==> src/scanline_irq_counter_unit_defines.svh <==
// ---------------------------------------------------------------------------
// Scanline IRQ counter assertion macros
// Shared concurrent assertion forms, clocked on clk, disabled in reset.
// ---------------------------------------------------------------------------
`ifndef SCANLINE_IRQ_COUNTER_UNIT_DEFINES_SVH
`define SCANLINE_IRQ_COUNTER_UNIT_DEFINES_SVH

// Consequent holds in the same cycle as the antecedent.
`define SICU_ASSERT_NOW(lbl, ante, cons, msg) \
  lbl: assert property (@(posedge clk) disable iff (rst) (ante) |-> (cons)) \
    else $error(msg);

// Consequent holds in the cycle after the antecedent.
`define SICU_ASSERT_NEXT(lbl, ante, cons, msg) \
  lbl: assert property (@(posedge clk) disable iff (rst) (ante) |=> (cons)) \
    else $error(msg);

`endif

==> src/sicu_pkg.sv <==
// ---------------------------------------------------------------------------
// Scanline IRQ counter package
// Request, response and state types, event codes and frame constants.
// ---------------------------------------------------------------------------
package sicu_pkg;

  localparam logic [7:0] LINES_PER_FRAME = 8'd241;

  typedef enum logic [2:0] {
    KIND_TICK       = 3'd0,
    KIND_RENDER_OFF = 3'd1,
    KIND_STATUS     = 3'd2,
    KIND_COMPARE    = 3'd3,
    KIND_ENABLE     = 3'd4,
    KIND_FRAME      = 3'd5
  } sicu_kind_t;

  typedef struct packed {
    sicu_kind_t  kind;
    logic        rendering;
    logic [7:0]  write_data;
  } sicu_req_t;

  typedef struct packed {
    logic               irq;
    logic [7:0]         read_data;
    logic signed [8:0]  line_counter;
  } sicu_rsp_t;

  typedef struct packed {
    logic [7:0]  line_count;
    logic [7:0]  render_base;
    logic        render_cut;
    logic        mid_frame;
    logic        pending;
    logic        fired;
    logic [7:0]  compare_value;
    logic        enable;
  } sicu_state_t;

endpackage

==> src/sicu_step.sv <==
// ---------------------------------------------------------------------------
// Scanline IRQ counter step
// Next state and response for one request, from the current state.
// ---------------------------------------------------------------------------
module sicu_step
  import sicu_pkg::*;
(
  input  sicu_state_t st,
  input  sicu_req_t   req,
  output sicu_state_t st_next,
  output sicu_rsp_t   rsp
);

  logic       wrap;
  logic [7:0] k;
  logic [7:0] k_inc;
  logic [7:0] base_f;
  logic       off_f;
  logic [7:0] base_eff;
  logic       off_eff;
  logic       pend_eff;
  logic       fired_eff;
  logic [9:0] diff;
  logic       hit;
  logic       pend_new;
  logic       fire;

  // Start a new frame ahead of a tick once the frame is complete.
  assign wrap      = (st.line_count >= LINES_PER_FRAME);
  assign k         = wrap ? 8'd0 : st.line_count;
  assign k_inc     = k + 8'd1;
  assign base_f    = wrap ? 8'd0 : st.render_base;
  assign off_f     = wrap ? 1'b0 : st.render_cut;
  assign base_eff  = (k == 8'd0) ? 8'd0 : base_f;
  assign off_eff   = (k == 8'd0) ? 1'b0 : off_f;
  assign pend_eff  = (k == 8'd1) ? 1'b0 : st.pending;
  assign fired_eff = (k == 8'd1) ? 1'b0 : st.fired;
  assign diff      = {2'b00, k} - {2'b00, base_eff} - 10'd1;
  assign hit       = (st.compare_value != 8'd0) && (diff == {2'b00, st.compare_value});
  assign pend_new  = pend_eff | hit;
  assign fire      = pend_new && st.enable && !fired_eff;

  always_comb begin
    st_next = st;
    rsp     = '0;
    unique case (req.kind)
      KIND_TICK: begin
        st_next.line_count = k_inc;
        if (!req.rendering) begin
          st_next.mid_frame   = 1'b0;
          st_next.render_base = k_inc;
          st_next.render_cut  = (k != 8'd0) | off_f;
        end else begin
          st_next.render_base = base_eff;
          st_next.render_cut  = off_eff;
          st_next.pending     = pend_new;
          st_next.fired       = fired_eff | fire;
          st_next.mid_frame   = (k >= 8'd2) && !off_eff;
          rsp.irq             = fire;
          rsp.line_counter    = signed'(diff[8:0]);
        end
      end
      KIND_RENDER_OFF: begin
        st_next.mid_frame   = 1'b0;
        st_next.render_base = st.line_count;
        st_next.render_cut  = st.render_cut |
          ((st.line_count != 8'd0) && (st.line_count < LINES_PER_FRAME));
      end
      KIND_STATUS: begin
        rsp.read_data   = {st.pending, st.mid_frame, 6'b000000};
        st_next.pending = 1'b0;
        st_next.fired   = 1'b0;
      end
      KIND_COMPARE: begin
        st_next.compare_value = req.write_data;
      end
      KIND_ENABLE: begin
        st_next.enable = req.write_data[7];
      end
      KIND_FRAME: begin
        st_next.line_count  = 8'd0;
        st_next.mid_frame   = 1'b0;
        st_next.render_base = 8'd0;
        st_next.render_cut  = 1'b0;
      end
      default: begin
      end
    endcase
  end

endmodule

==> src/scanline_irq_counter_unit.sv <==
// ---------------------------------------------------------------------------
// Scanline IRQ counter unit
// Input register, state update and result register of the scanline counter.
// ---------------------------------------------------------------------------
// Takes one request per clock while the response side does not stall and
// returns exactly one response per request, each held first in the input
// register and then in the result register. The state loop (line count,
// base, flags, compare and enable) closes through sicu_step, so requests
// follow each other back to back.
`include "scanline_irq_counter_unit_defines.svh"

module scanline_irq_counter_unit
  import sicu_pkg::*;
(
  input  logic      clk,
  input  logic      rst,
  input  logic      req_valid,
  output logic      req_ready,
  input  sicu_req_t req,
  output logic      rsp_valid,
  input  logic      rsp_ready,
  output sicu_rsp_t rsp
);

  logic        s1_valid;
  sicu_req_t   s1_req;
  logic        advance;
  sicu_state_t st;
  sicu_state_t st_next;
  sicu_rsp_t   step_rsp;

  assign advance   = !rsp_valid || rsp_ready;
  assign req_ready = !s1_valid || advance;

  sicu_step u_step (
    .st      (st),
    .req     (s1_req),
    .st_next (st_next),
    .rsp     (step_rsp)
  );

  always_ff @(posedge clk) begin
    if (rst) begin
      s1_valid <= 1'b0;
    end else if (req_ready) begin
      s1_valid <= req_valid;
    end
  end

  always_ff @(posedge clk) begin
    if (req_ready && req_valid) begin
      s1_req <= req;
    end
  end

  always_ff @(posedge clk) begin
    if (rst) begin
      rsp_valid <= 1'b0;
    end else if (advance) begin
      rsp_valid <= s1_valid;
    end
  end

  always_ff @(posedge clk) begin
    if (advance && s1_valid) begin
      rsp <= step_rsp;
    end
  end

  always_ff @(posedge clk) begin
    if (rst) begin
      st <= '0;
    end else if (advance && s1_valid) begin
      st <= st_next;
    end
  end

  `SICU_ASSERT_NEXT(a_irq_sets_fired, advance && s1_valid && step_rsp.irq, st.fired, "irq without fired")
  `SICU_ASSERT_NOW(a_irq_needs_enable, advance && s1_valid && step_rsp.irq, st.enable, "irq while disabled")
  `SICU_ASSERT_NOW(a_count_bound, 1'b1, st.line_count <= LINES_PER_FRAME, "line count overrun")
  `SICU_ASSERT_NOW(a_mid_frame_cut, st.mid_frame, !st.render_cut, "in frame after render off")

endmodule

==> config.mk <==
export PLATFORM = sky130hd
export DESIGN_NAME = scanline_irq_counter_unit
export DESIGN_NICKNAME = d
export VERILOG_FILES = /design/src/sicu_pkg.sv /design/src/sicu_step.sv /design/src/scanline_irq_counter_unit.sv
export VERILOG_INCLUDE_DIRS = /design/src /design/src/src
export SDC_FILE = /design/constraint.sdc
export NUM_CORES = 1
export LEC_CHECK = 0
export ABC_AREA = 1
export BUFFER_PORTS_ARGS = -buffer_cell sky130_fd_sc_hd__clkbuf_2
export CORE_UTILIZATION = 37
export DETAILED_ROUTE_END_ITERATION = 12
export PLACE_DENSITY = 0.66
export SYNTH_ARGS = -nofsm -noshare
export SYNTH_HDL_FRONTEND = slang
export SYNTH_SLANG_ARGS = --single-unit
==> constraint.sdc <==
create_clock -name clk -period 5.2 [get_ports clk]
set_clock_uncertainty 0.05 [all_clocks]
set_input_delay 0 -clock clk [delete_from_list [all_inputs] [get_ports clk]]
set_output_delay 0 -clock clk [all_outputs]
set_load 0.02 [all_outputs]
After elaboration in Yosys (flattened, before gate mapping)
Index checks and enable logic that the tools add are counted.
{ "totals": {"output_inout_bits": 20, "ff_bits": 61, "inputBits": 16} }
{ "classes": {"bitwise_logic": 4, "muxes": 12, "n_lt_le_gt_ge": 3, "n_reduce_logical": 27, "eq_ne": 8, "add_sub_neg": 3} }
{ "op_table": {"columns": ["operator", "n"], "rows": [
  ["10-bit case mux with 3 select lines", 1],
  ["8-bit two-way mux", 3],
  ["8-bit nonzero test", 3],
  ["8-bit case mux with 2 select lines", 1],
  ["10-bit by 8-bit equality test with 1-bit output", 1],
  ["10-bit two-way mux", 1],
  ["2-bit AND reduction", 5],
  ["10-bit by 1-bit subtractor with 10-bit output (second input constant)", 1],
  ["8-bit by 8-bit subtractor with 9-bit output", 1],
  ["8-bit by 1-bit adder with 8-bit output (second input constant)", 1],
  ["8-bit by 1-bit equality test with 1-bit output (second input constant)", 1],
  ["8-bit by 2-bit greater-or-equal comparator with 1-bit output (second input constant)", 1],
  ["8-bit greater-or-equal comparator (second input constant)", 1],
  ["8-bit logical NOT", 1],
  ["8-bit < comparator (second input constant)", 1],
  ["1-bit logical AND", 7],
  ["3-bit by 2-bit equality test with 1-bit output (second input constant)", 2],
  ["3-bit equality test (second input constant)", 2],
  ["1-bit logical NOT", 4],
  ["1-bit two-way mux", 4],
  ["1-bit bitwise OR", 4],
  ["2-bit case mux with 2 select lines", 1],
  ["2-bit nonzero test", 2],
  ["3-bit by 1-bit equality test with 1-bit output (second input constant)", 1],
  ["other kinds (6)", 7]
]} }

Depth between registers and ports, before layout
{ "depth": {"depth_word": 14, "depth_mapped": 31, "mapped_depth_nobuf": 31} }

By module
Synthesis repeated with hierarchy kept, for this count alone.
{ "hier_totals": {"hier_cells": 618, "hier_area_um2": 4245.3} }
{ "by_module_without_submodules": {"columns": ["module", "area_each_um2", "n_inst", "cells_each"], "rows": [
  ["scanline_irq_counter_unit", 2283.4, 1, 233],
  ["sicu_step", 1961.9, 1, 385]
]} }

Worst setup path after synthesis
Ideal clock, no wire load.
{ "synth_path": {"path_kind": "register to register", "start": "reg, netlist name st[23]", "end": "reg, netlist name st[9]", "required_ps": 5083, "slack_ps": 1519, "arrival_time_ps": 3564, "synth_period_minus_slack_ps": 3681, "path_stages_with_launch": 28, "setup_ps": 67, "cell_sequence": "dfxtp_1 > nor2_1 > nand2_1 > nand2_2 > inv_2 > nor2_1 > inv_1 > ha_1 > nand3_4 > inv_1 > nor2_1 > ha_1 > fa_1 > ha_1 > xnor2_1 > nor3_1 > nand3_1 > nor2_1 > nand3_1 > nor2_1 > nand3_1 > nor2_2 > nand3_2 > nand2_2 > nand2_2 > nand2_1 > nand2_1 > a21oi_2"} }
{ "synth_between": {"elab_chain_cells": 14} }
{ "synth_rtl": {"columns": ["item", "line_no", "source"], "rows": [
  ["8-bit greater-or-equal comparator", "sicu_step.sv:29", "assign wrap = (st.line_count >= LINES_PER_FRAME);"],
  ["8-bit two-way mux", "sicu_step.sv:30", "assign k = wrap ? 8'd0 : st.line_count;"],
  ["8-bit logical NOT", "sicu_step.sv:34", "assign base_eff = (k == 8'd0) ? 8'd0 : base_f;"],
  ["8-bit two-way mux", "sicu_step.sv:34", null],
  ["8-bit by 8-bit subtractor with 9-bit output", "sicu_step.sv:38", "assign diff = {2'b00, k} - {2'b00, base_eff} - 10'd1;"],
  ["10-bit by 1-bit subtractor with 10-bit output", "sicu_step.sv:38", null],
  ["10-bit by 8-bit equality test with 1-bit output", "sicu_step.sv:39", "assign hit = (st.compare_value != 8'd0) && (diff == {2'b00, st.compare_value});"],
  ["1-bit logical AND", "sicu_step.sv:39", null],
  ["1-bit bitwise OR", "sicu_step.sv:40", "assign pend_new = pend_eff | hit;"],
  ["1-bit logical AND (2 in series)", "sicu_step.sv:41", "assign fire = pend_new && st.enable && !fired_eff;"],
  ["1-bit bitwise OR (*)", "sicu_step.sv:57", "st_next.fired = fired_eff | fire;"],
  ["2-bit two-way mux (*)", "sicu_step.sv:49", "if (!req.rendering) begin"],
  ["2-bit case mux with 2 select lines (*)", "sicu_step.sv:46", "unique case (req.kind)"]
]} }
Mark *: on every way between the ends. The rest lies on a longest branch, timed or not. The select of a mux whose other input is x is not followed.
A chain may end at the register's enable or synchronous reset.

Worst setup path in the final report
{ "layout_path": {"start": "reg, netlist name st[24]", "end": "reg, netlist name st[9]"} }
{ "layout_between": {"elab_chain_cells": 14} }
{ "layout_rtl": {"columns": ["item", "line_no"], "rows": [
  ["8-bit greater-or-equal comparator", "sicu_step.sv:29"],
  ["8-bit two-way mux", "sicu_step.sv:30"],
  ["8-bit logical NOT", "sicu_step.sv:34"],
  ["8-bit two-way mux", "sicu_step.sv:34"],
  ["8-bit by 8-bit subtractor with 9-bit output", "sicu_step.sv:38"],
  ["10-bit by 1-bit subtractor with 10-bit output", "sicu_step.sv:38"],
  ["10-bit by 8-bit equality test with 1-bit output", "sicu_step.sv:39"],
  ["1-bit logical AND", "sicu_step.sv:39"],
  ["1-bit bitwise OR", "sicu_step.sv:40"],
  ["1-bit logical AND (2 in series)", "sicu_step.sv:41"],
  ["1-bit bitwise OR (*)", "sicu_step.sv:57"],
  ["2-bit two-way mux (*)", "sicu_step.sv:49"],
  ["2-bit case mux with 2 select lines (*)", "sicu_step.sv:46"]
]} }
Marks and branches as above.

==> impl_metrics.env <==
export IMPL_vias=3045
export IMPL_min_period_over_period_pct=84.57
export IMPL_firstDrtPassIters=7
export IMPL_num_nets_final=523
export IMPL_drtAntennaViolNets=0
export IMPL_cts_tree="built"
export IMPL_coreArea_um2=8678
export IMPL_post_route_drc_count=0
export IMPL_die_area_um2=9330
export IMPL_r2r_cells=27
export IMPL_setup_violations=0
export IMPL_swShare_pct=27.05
export IMPL_fp_dieW_um=96.59
export IMPL_start_util_pct=38.15
export IMPL_io_pins=36
export IMPL_slew_headroom_pct=48.73
export IMPL_r2r_end="st[9]$_SDFFE_PP0P_"
export IMPL_cap_violations=0
export IMPL_wirelength_um=7799
export IMPL_whs_path_depth=2
export IMPL_power_switching_mw=0.2219
export IMPL_grt_use_total_pct=18.46
export IMPL_hp_class="input pin to flip-flop"
export IMPL_worst_r2r_setup_slack_ns=0.80
export IMPL_htreeDepth=2
export IMPL_required_ns=5.41
export IMPL_pwr_share_clk_pct=30.9
export IMPL_ys_flop_type="dfxtp_1"
export IMPL_multiInputGateArea_um2=1680
export IMPL_netlist_instances=449
export IMPL_synth_seq_cells=55
export IMPL_p_seq_share_pct=57.9
export IMPL_ys_types=35
export IMPL_max_stage_delay_ns=0.45
export IMPL_diodes=0
export IMPL_cp_slowest_cell="fa_1"
export IMPL_endpoint_kind="flip-flop"
export IMPL_dpl_hpwl_um=5877
export IMPL_crit_arrival_ns=4.61
export IMPL_grt_pass1_vias=2981
export IMPL_cts_root_buf="clkbuf_8"
export IMPL_reg2reg_from="st[24]$_SDFFE_PP0P_"
export IMPL_critPathKind="flip-flop to flip-flop"
export IMPL_clock_latency_ns=0.31
export IMPL_synth_top_area_share_pct=21.77
export IMPL_overflow=0
export IMPL_routedWlPerCell_um=12.96
export IMPL_hold_start="rst"
export IMPL_timing_setup_tns_ns=0
export IMPL_power_density_nw_per_um2=216.9
export IMPL_status="completed"
export IMPL_ys_seq_area_share_pct=40.51
export IMPL_finalMaxSlewViolations=0
export IMPL_grtUsageMet3_pct=2.269
export IMPL_grt_max_degree=20
export IMPL_antenna_found_initial=0
export IMPL_cts_buffer_depth=2
export IMPL_die_h_um=96.59
export IMPL_cts_buffers=5
export IMPL_synthTopCellsByArea="edfxtp_1 22%, dfxtp_1 19%, nand2_1 12%"
export IMPL_ir_drop_mv=0.1621
export IMPL_synth_top_cell_by_area="edfxtp_1"
export IMPL_place_gp_congestion=0.9244
export IMPL_period_needed_ns=4.397
export IMPL_worst_slew_pin_slew_ns=0.7662
export IMPL_comb_power_share_pct=11.1
export IMPL_yosysWarningCount=0
export IMPL_holdPathEnd="st[9]$_SDFFE_PP0P_"
export IMPL_syn_to_final_growth_pct=14.29
export IMPL_avgViaCountPerCell=5.058
export IMPL_fin_util_pct=43.60
export IMPL_async_flop_share_pct=0
export IMPL_synth_area_per_cell_um2=7.373
export IMPL_startpoint_type="flip-flop"
export IMPL_grtUsageMet1_pct=22.01
export IMPL_synth_area_um2=3311
export IMPL_synth_edff_count=24
export IMPL_fillers=887
export IMPL_path_clk_slew_ns=0.11
export IMPL_clkSinkCount=55
export IMPL_worst_path_most_repeated_cell="nor2_1"
export IMPL_seqCellArea_um2=1341
export IMPL_drtIter0Drc=132
export IMPL_drive_gt1_share_pct=11.34
export IMPL_p_leak_nw=1.736
export IMPL_grt_pass1_wl_um=13280
export IMPL_rows=34
export IMPL_io_buffers=29
export IMPL_hold_viol_final=0
export IMPL_rsz0062_at_grt="no"
export IMPL_crit_fanout=12
export IMPL_grt_use_met2_pct=34.04
export IMPL_p_int_mw=0.5986
export IMPL_fmax_mhz=227.4
export IMPL_busiest_layer="met2"
[cell usage after synthesis (6+ instances only)]
cell type / instances
edfxtp_1: 24
o21ai_0: 24
nor2_1: 45
dfxtp_1: 31
nand3_1: 41
inv_1: 59
a21oi_1: 47
nor3_1: 6
clkbuf_1: 6
nand2_1: 102
ha_1: 13
buf_4: 6
[power by group through the flow]
| stage | Sequential, mW | Combinational, mW | Clock [mW] |
|---|---|---|---|
| 4_1_cts | 0.475 | 0.0907 | 0.264 |
| 6_report | 0.475 | 0.0911 | 0.254 |
| 2_1_floorplan | 0.488 | 0.0563 | 0 |
| 3_3_place_gp | 0.485 | 0.0806 | 0 |
| 3_5_place_dp | 0.485 | 0.0817 | 0 |
| 5_1_grt | 0.478 | 0.103 | 0.276 |
[through the flow]
| stage | hold slack [ns] | cells | cell area (µm²) | power, mW | setup WS (ns) |
|---|---|---|---|---|---|
| 2_1_floorplan | 0.04887 | 454 | 3329 | 0.5445 | 1.519 |
| 3_3_place_gp | 0.1274 | 579 | 3538 | 0.5656 | 1.092 |
| 3_5_place_dp | 0.1286 | 579 | 3538 | 0.5670 | 0.8776 |
| 4_1_cts | 0.01669 | 602 | 3784 | 0.8301 | 0.8319 |
| 5_1_grt | 0.06186 | 602 | 3784 | 0.8564 | 0.3868 |
| 6_report | 0.03047 | 602 | 3784 | 0.8206 | 0.8026 |
[repair_timing]
| action | CTS | global route |
|---|---|---|
| setup buffers | 0 | 0 |
| resized for setup | 0 | 0 |
| hold buffers | 15 | 0 |
| setup endpoints to repair | 0 | 0 |
| hold endpoints to repair | 14 | 0 |
[flip-flops by register name (all words and copies together), names as in the netlist]
signal and flops:
st 29, rsp 12, s1_req 12, rsp_valid 1, s1_valid 1
[worst max-delay path: cells and delay by family, from the launching register on]
family,cells,cell delay (ns)
XOR/XNOR,1,0.13
AND/OR/NAND/NOR,18,2.06
AO/OA/AOI/OAI,1,0.11
flip-flops,1,0.37
adder cells (fa/ha/maj),4,1.23
buffers and inverters,3,0.39
[cell families (layout without fill, tap and decap cells)]
| kind of cell | count (synthesis) | after routing | synth area share (%) |
|---|---|---|---|
| other | 1 | 6 | 0.1133 |
| buffers and inverters | 74 | 114 | 9.297 |
| XOR/XNOR | 6 | 6 | 1.588 |
| AND/OR/NAND/NOR | 215 | 215 | 29.25 |
| AO/OA/AOI/OAI | 84 | 84 | 13.72 |
| adder cells (fa/ha/maj) | 14 | 14 | 5.518 |
| flip-flops | 55 | 55 | 40.51 |
[layout make-up]
class	count	share of cell area, %
Clock inverter	3	0.6944
Multi-Input combinational cell	325	44.41
Tap cell	108	3.571
Clock buffer	5	1.819
Timing Repair Buffer	45	8.003
Inverter	61	6.052
Sequential cell	55	35.45
[how the worst max path moves through the flow]
stage / slack [ns] / startpoint / endpoint / cells past startpoint
finish: 0.80 / st[24]$_SDFFE_PP0P_ / st[9]$_SDFFE_PP0P_ / 27
global route: 0.39 / st[24]$_SDFFE_PP0P_ / st[9]$_SDFFE_PP0P_ / 27
CTS: 0.83 / st[24]$_SDFFE_PP0P_ / st[9]$_SDFFE_PP0P_ / 27
detailed placement: 0.88 / st[24]$_SDFFE_PP0P_ / st[9]$_SDFFE_PP0P_ / 27
global placement: 1.09 / st[21]$_SDFFE_PP0P_ / st[9]$_SDFFE_PP0P_ / 27
floorplan: 1.52 / st[23]$_SDFFE_PP0P_ / st[9]$_SDFFE_PP0P_ / 27
[metal layers]
| layer | routed length, µm | vias to the layer above |
|---|---|---|
| li1 | - | 1553 |
| met2 | 3922 | 100 |
| met5 | 0 | - |
| met4 | 106 | 0 |
| met1 | 3417 | 1384 |
| met3 | 353 | 8 |
[cells in the final DEF (no fill, tap or decap), types with 6 or more instances in the layout]
cell type	count
conb_1	6
nand3_1	41
edfxtp_1	24
ha_1	13
nand2_1	102
clkbuf_2	29
o21ai_0	24
a21oi_1	47
dlygate4sd3_1	15
inv_1	59
nor3_1	6
nor2_1	45
dfxtp_1	31
No activity file was read; power rests on OpenSTA's default activity.
